File: src/hdl/nmte_pkg.sv
// ----------------------------------------------------------------------------
// nmte_pkg
// Types and constants shared by the n-gram Markov text engine.
// ----------------------------------------------------------------------------
`default_nettype none

package nmte_pkg;

    localparam int SYM_BITS  = 7;
    localparam int NSYM      = 1 << SYM_BITS;
    localparam int ADDR_BITS = 2 * SYM_BITS;
    localparam int DEPTH     = 1 << ADDR_BITS;
    localparam int CNT_BITS  = 15;
    localparam int W_BITS    = 2;
    localparam int TOT_BITS  = 9;
    localparam int RND_BITS  = 16;

    localparam logic [CNT_BITS-1:0] CNT_MAX    = 15'd32767;
    localparam logic [SYM_BITS-1:0] SPACE_CODE = 7'd32;
    localparam logic [7:0]          RUN_MAX    = 8'd255;
    localparam logic [7:0]          STOP_RESET = 8'd7;

    typedef enum logic [1:0] {
        MODE_TRAIN    = 2'd0,
        MODE_QUANTIZE = 2'd1,
        MODE_GENERATE = 2'd2,
        MODE_RESTART  = 2'd3
    } t_mode;

    typedef enum logic [0:0] {
        KIND_SYMBOL   = 1'b0,
        KIND_QUANTIZE = 1'b1
    } t_kind;

    typedef enum logic [3:0] {
        S_CLEAR,
        S_IDLE,
        S_TRD,
        S_TWR,
        S_QMAX,
        S_QWT,
        S_GSUM,
        S_GDIV,
        S_GWALK,
        S_DONE
    } t_state;

    typedef struct packed {
        logic [1:0] mode;
        logic [7:0] symbol_in;
        logic [15:0] random_value;
    } t_in_item;

    typedef struct packed {
        logic       kind;
        logic [6:0] symbol_out;
        logic       stop;
    } t_out_item;

    typedef struct packed {
        logic clear;
        logic load;
        logic trd;
        logic twr;
        logic qmax;
        logic qwt;
        logic gsum;
        logic gdiv;
        logic gwalk;
        logic fin;
    } t_cmd;

    typedef struct packed {
        logic clr_last;
        logic sweep_done;
        logic row_last;
        logic div_last;
        logic total_zero;
        logic out_free;
    } t_status;

endpackage

`default_nettype wire

File: src/hdl/nmte_ctrl.sv
// ----------------------------------------------------------------------------
// nmte_ctrl
// Sequencer for clearing, training, quantizing and generating.
// ----------------------------------------------------------------------------
`default_nettype none

module nmte_ctrl
    import nmte_pkg::*;
(
    input  wire logic    i_clk,
    input  wire logic    i_rst_n,
    input  wire logic    i_in_valid,
    input  wire logic [1:0] i_mode,
    input  wire logic    i_sym_hi,
    input  wire t_status i_status,
    output logic         o_in_stall,
    output t_cmd         o_cmd
);

    t_state r_state, n_state;
    logic   w_accept;

    assign w_accept = (r_state == S_IDLE) && i_in_valid;

    always_ff @(posedge i_clk) begin
        if (!i_rst_n) begin
            r_state <= S_CLEAR;
        end else begin
            r_state <= n_state;
        end
    end

    always_comb begin
        n_state = r_state;
        unique case (r_state)
            S_CLEAR: if (i_status.clr_last) n_state = S_IDLE;
            S_IDLE: begin
                if (i_in_valid) begin
                    unique case (t_mode'(i_mode))
                        MODE_TRAIN:    n_state = i_sym_hi ? S_IDLE : S_TRD;
                        MODE_QUANTIZE: n_state = S_QMAX;
                        MODE_GENERATE: n_state = S_GSUM;
                        MODE_RESTART:  n_state = S_IDLE;
                        default:       n_state = S_IDLE;
                    endcase
                end
            end
            S_TRD:  n_state = S_TWR;
            S_TWR:  n_state = S_IDLE;
            S_QMAX: if (i_status.sweep_done) n_state = S_QWT;
            S_QWT: begin
                if (i_status.sweep_done) begin
                    n_state = i_status.row_last ? S_DONE : S_QMAX;
                end
            end
            S_GSUM: begin
                if (i_status.sweep_done) begin
                    n_state = i_status.total_zero ? S_DONE : S_GDIV;
                end
            end
            S_GDIV:  if (i_status.div_last) n_state = S_GWALK;
            S_GWALK: if (i_status.sweep_done) n_state = S_DONE;
            S_DONE:  if (i_status.out_free) n_state = S_IDLE;
            default: n_state = S_IDLE;
        endcase
    end

    always_comb begin
        o_cmd       = '0;
        o_in_stall  = (r_state != S_IDLE);
        o_cmd.load  = w_accept;
        o_cmd.clear = (r_state == S_CLEAR);
        o_cmd.trd   = (r_state == S_TRD);
        o_cmd.twr   = (r_state == S_TWR);
        o_cmd.qmax  = (r_state == S_QMAX);
        o_cmd.qwt   = (r_state == S_QWT);
        o_cmd.gsum  = (r_state == S_GSUM);
        o_cmd.gdiv  = (r_state == S_GDIV);
        o_cmd.gwalk = (r_state == S_GWALK);
        o_cmd.fin   = (r_state == S_DONE);
    end

endmodule

`default_nettype wire

File: config.mk
export PLATFORM = sky130hd
export DESIGN_NAME = nmte_ctrl
export DESIGN_NICKNAME = d
export VERILOG_FILES = /design/src/hdl/nmte_pkg.sv /design/src/hdl/nmte_ctrl.sv
export SDC_FILE = /design/constraint.sdc
export NUM_CORES = 1
export LEC_CHECK = 0
export ABC_CLOCK_PERIOD_IN_PS = 1700
export BUFFER_PORTS_ARGS = -buffer_cell sky130_fd_sc_hd__buf_2
export CAP_MARGIN = 10
export CORE_UTILIZATION = 35
export DETAILED_ROUTE_END_ITERATION = 12
export HOLD_SLACK_MARGIN = 0.02
export SLEW_MARGIN = 30
export SYNTH_ARGS = -nofsm -noshare
export SYNTH_HDL_FRONTEND = slang
export SYNTH_SLANG_ARGS = --single-unit
File: constraint.sdc
create_clock -name i_clk -period 1.7 [get_ports i_clk]
set_input_delay 0.17 -clock i_clk [delete_from_list [all_inputs] [get_ports i_clk]]
set_output_delay 0.17 -clock i_clk [all_outputs]
set_load 0.005 [all_outputs]
==> run metrics, run 1 <==
Post-Route WL=1292 um; P_leak=0.3011 nW; Initial Util=38.65%; pin count of the biggest net entering global routing=15; Max Root-Sink Buffers=2; initial drt markers=11; HPWL after detailed placement=1017 um; syn_area_per_cell=7.673 um2; internal reg-to-reg setup slack=290 ps; max FFs per register=4; synth warn=0; fmax=636.2 MHz; RSZ-0062 raised after global routing=false; GPL Wtd Cong=0.7466; PortBufs=22; Vias=573; synthesized flop and latch total=4; first-pass GRT wire length=2007 um; clock latency at the later pin of the worst-skew pair=240 ps; Post-Layout Inst Area=674.4 um2; vias in the first global route=488; wire length per cell=12.19 um; clk_skew=10.64 ps; Tmin final=1572 ps; Final Cycle Share=92.46%; placed inst area=648.1 um2; top-level I/O count=23; synthesized instance count=68; Die Area=0.001649 mm2; drt first pass iters=3; H-tree levels=1; Worst EP arrival=1400 ps; sequential area share after synthesis=15.35%; critical-path cell list=buf_4 -> nand2b_1 -> nor3_1 -> buf_2; area of the mapped netlist=521.8 um2; number of diodes=0; R2R depth=4; Core Rows=13; antenna violations before repair=0; Post-synth EDFFs=0; synthesis-to-layout area growth=29.26%; Worst VDD drop=0.3078 mV; Core Area=0.001350 mm2; hold path start=i_rst_n; status=complete, no violations; DRC=0; setup total negative slack=0 ps; Cell variety after synth=31; Worst Hold Path Cells=2; CTS hold repair buffers=0; max cap viols=0; Worst Path Max Fanout=10; layout cells sized above 1=36.26%; Clock Sinks=4; most frequent cells in the layout=buf_2, nand2_1; commonest non-fill, non-tap cell in the layout=buf_2; Placed Instances=103; Crit path largest cell delay=500 ps; FF-to-FF End=r_state[2]; Largest regs=r_state x4; Die Wd=40.61 um; hold endpoint=r_state[0]; top_reg_cell synth=dfxtp_1; gr usage total=18.06%; final hold vios=0; Die Ht=40.61 um; Critical Path RT=1530 ps; count of final setup violators=0; FFs w/ async S/R, synth=0%; Top reg by flops=r_state; fin. max-slew vios=0; vias per cell=5.406; Rel. slew slack=76.52%; fin nets=108; Worst setup EP type=output pin; CTS tree=yes; post-route ant nets=0; Root Buffer=clkbuf_4; Post-Layout Cell Count=106; Syn Nets=83; Crit Path Class=flop to output pin; CTS Buf Count=3; total gr overflow=0; pwr/cell area=860.7 mW/mm2; RR Startpoint=r_state[0]; Critical Path Source Type=flop; Power, Total=0.0005804 W; Min-Delay Path Class=primary input to flop; CP max stage cell=dfxtp_1; Worst-path clk slew=40 ps; Slew @ Worst Pin=351.7 ps
## report_power, final
part	internal (W)	total [W]	leakage, nW	switching [W]
Sequential	0.000111	0.000149	0.0327	0.0000378
Clock	0.0000790	0.000119	0.0138	0.0000402
Combinational	0.000160	0.000312	0.255	0.000152
Total	0.000350	0.000580	0.301	0.000230
## layer usage
layer  track usage, %  wire length (um)  up-vias
li1                 -                 -      290
met1            22.88               574      264
met2            30.56               644       19
met3            3.804                73        0
met4            5.000                 0        0
met5                0                 0        -
## Yosys cell counts (all sizes together) (3+ instances only)
| cell type | number | area, um2 |
|---|---|---|
| a21oi | 4 | 20.02 |
| mux2i | 4 | 40.04 |
| ha | 3 | 37.54 |
| nor3 | 4 | 20.02 |
| nand2 | 8 | 30.03 |
| nor2 | 3 | 11.26 |
| o21ai | 4 | 20.01 |
| buf | 6 | 32.53 |
| nand2b | 3 | 18.77 |
| inv | 3 | 11.26 |
| dfxtp | 4 | 80.08 |
## kinds of logic (layout without fill, tap and decap cells)
kind of cell / after synthesis / count (layout) / share of synthesized area [%]
simple gates: 35 / 35 / 41.73
compound gates: 13 / 13 / 19.66
buf+inv: 9 / 32 / 8.393
mux: 4 / 4 / 7.674
flops: 4 / 4 / 15.35
fa+ha+maj: 3 / 3 / 7.195
## through the flow
stage | hold WS, ps | utilization [%] | worst slack [ps]
2_1_floorplan | 311.9 | - | 383.9
3_3_place_gp | 481.1 | 48.01 | 335.0
3_5_place_dp | 480.7 | 48.01 | 301.6
4_1_cts | 220.4 | 49.68 | 95.41
5_1_grt | 232.1 | 49.95 | 20.49
6_report | 236.5 | 49.95 | 128.1
## final cells by class
| type | instances | area (um2) |
|---|---|---|
| Sequential cell | 4 | 80.08 |
| Inverter | 3 | 11.26 |
| Timing Repair Buffer | 26 | 143.9 |
| Clock buffer | 3 | 22.52 |
| Tap cell | 15 | 18.77 |
| Fill cell | 146 | 675.6 |
| Multi-Input combinational cell | 55 | 397.9 |
## worst max-delay path: cells and delay by family (launching register included)
family / cells / cell delay [ps]
buffers and inverters: 2 / 370
DFF: 1 / 500
and+or+nand+nor: 2 / 290
## worst max path at each step
stage                          start          to  slack, ps  cells after the start
after floorplan           r_state[2]  r_state[0]        380                      4
after global placement    r_state[2]  r_state[1]        340                      5
after detailed placement  r_state[0]  r_state[2]        300                      4
after CTS                 r_state[2]    o_cmd[5]        100                      4
after global routing      r_state[2]    o_cmd[5]         20                      4
final                     r_state[1]    o_cmd[7]        130                      4
## repair_timing
action | 4_1_cts | 5_1_grt
setup buffers | 0 | 0
setup endpoints to repair | 0 | 1
gates resized for setup | 0 | 1
Power figures use the tool's default switching activity.
==> run 2: changes to the inputs <==
- ABC_AREA: not set -> 1
==> run metrics, run 2 <==
Synth Area in Compound Gates=8.216%; most used cell, CP=inv_1; Final Cycle Share=84.73%; wire length per cell=8.923 um; critical-path cell list=inv_1 -> nor2_2 -> nand2_1 -> inv_1 -> buf_2; Clock Sinks=4; synth warn=0; most common cell in the netlist=nand2_1; Synth top cells by count=nand2_1, nor2_1, inv_1; Top reg by flops=r_state; setup total negative slack=0 ps; Post-Route WL=1267 um; Die Area=0.001683 mm2; antenna violations before repair=0; Syn Nets=118; first-pass GRT wire length=1904 um; total gr overflow=0; Core Area=0.001366 mm2; Layout fillers=153; Tmin final=1440 ps; share of the synthesized area in the top cell type=22.54%; Largest regs=r_state x4; clk_skew=3.481 ps; number of diodes=0; RSZ-0062 raised after global routing=false; leading area contributor after synthesis=nand2_1; area of the mapped netlist=533.0 um2; Cell variety after synth=16; Die Ht=41.03 um; Post-Route Utilization=49.54%; CTS Buf Count=3; pwr/cell area=1300 mW/mm2; fmax=694.3 MHz; FFs w/ async S/R, synth=0%; H-tree levels=1; Max Root-Sink Buffers=2; most frequent cells in the layout=nand2_1, nor2_1, buf_2; largest family of logic cells by synthesized area=simple AND/OR/NAND/NOR gates; synthesis-to-layout area growth=27.00%; final hold vios=0; Worst-path clk slew=40 ps; vias in the first global route=495; fin nets=144; Min-Delay Path Class=primary input to flop; max FFs per register=4; gr usage total=17.79%; Synth Area in Adders=7.042%; Post-synth EDFFs=0; DRC=0; CP max stage cell=dfxtp_1; synthesized flop and latch total=4; Crit path largest cell delay=420 ps; Core Rows=13; synth top area cells=nand2_1, nor2_1, dfxtp_1, inv_1, nand3_1; max cap viols=0; Vias=624; GPL Wtd Cong=0.8040; fin. max-slew vios=0; Critical Path Source Type=flop; CTS tree=yes; synthesized instance count=103; Crit Path Class=flop to output pin; sequential area share after synthesis=15.02%; PortBufs=22; Worst setup EP type=output pin; Rel. slew slack=80.85%; Slew @ Worst Pin=286.2 ps; top_reg_cell synth=dfxtp_1; post-route ant nets=0; Initial Util=39.01%; Worst EP arrival=1270 ps; CTS hold repair buffers=0; Post-CTS Setup Inserts=0; clock latency at the later pin of the worst-skew pair=230 ps; Worst Path Max Fanout=6; Root Buffer=clkbuf_4; commonest non-fill, non-tap cell in the layout=nand2_1; simple-gate area share of the yosys netlist=54.23%; count of final setup violators=0; post-cts sizing count=0; pin count of the biggest net entering global routing=8; mux share of post-synthesis cell area=0%; vias per cell=4.394; Power, Total=0.0008799 W; top-level I/O count=23; syn_area_per_cell=5.175 um2; status=complete, no violations; XOR/XNOR Fraction of Synth Area=0%; initial drt markers=21; HPWL after detailed placement=1084 um; P_leak=0.4763 nW; drt first pass iters=4; Worst VDD drop=0.7047 mV; Critical Path RT=1530 ps; layout cells sized above 1=23.62%; Die Wd=41.03 um
==> run 2: cell types whose count changed after synthesis, sizes merged, moves of 3 or more <==
cell	change
nand2b	-3
nor2	+21
nand3	+8
buf	-5
nand2	+25
mux2i	-4
inv	+17
==> run 2: metal layers <==
| metal | vias up | GRT usage (%) | routed length [um] |
|---|---|---|---|
| met3 | 2 | 3.261 | 41 |
| met5 | - | 0 | 0 |
| met4 | 0 | 10.00 | 10 |
| met2 | 11 | 27.73 | 549 |
| met1 | 252 | 22.58 | 667 |
| li1 | 359 | - | - |
==> run 2: cell type report <==
type                            instances  area [um2]  share of cell area [%]
Clock buffer                            3       22.52                   3.327
Inverter                               20       75.07                   11.09
Multi-Input combinational cell         78       370.4                   54.71
Sequential cell                         4       80.08                   11.83
Tap cell                               15       18.77                   2.773
Timing Repair Buffer                   22       110.1                   16.27
==> run 2: cells by family (layout without fill, tap and decap cells) <==
group	after synthesis	after routing
compound gates	6	6
fa+ha+maj	3	3
buf+inv	21	45
flops	4	4
simple gates	69	69
==> run 2: through the flow <==
step / cells / area (um2) / setup slack (ps) / hold slack [ps]
2_1_floorplan: 103 / 533.0 / 542.9 / 290.8
3_3_place_gp: 139 / 654.4 / 359.8 / 439.3
3_5_place_dp: 139 / 654.4 / 356.8 / 439.7
4_1_cts: 142 / 676.9 / 262.2 / 188.4
5_1_grt: 142 / 676.9 / 124.3 / 217.7
6_report: 142 / 676.9 / 259.7 / 199.9
==> run 2: final timing paths <==
path                                 start          to  slack (ps)  cells past startpoint
worst max-delay path            r_state[2]    o_cmd[5]         260                      5
worst min-delay path               i_rst_n  r_state[3]         200                      3
worst max register to register  r_state[2]  r_state[0]         330                      9
worst min register to register  r_state[3]  r_state[3]         560                      2
==> run 2: critical path: cells and delay by family (launching register included) <==
kind	cells	cell delay (ps)
and+or+nand+nor	2	360
buffers and inverters	3	250
DFF	1	420
==> run 2: power by group <==
group	internal [W]	leakage [nW]	total [W]	switching, W
combinational	0.000225	0.429	0.000589	0.000364
clock	0.0000790	0.0138	0.000118	0.0000386
sequential	0.000128	0.0331	0.000173	0.0000452
total	0.000432	0.476	0.000880	0.000448
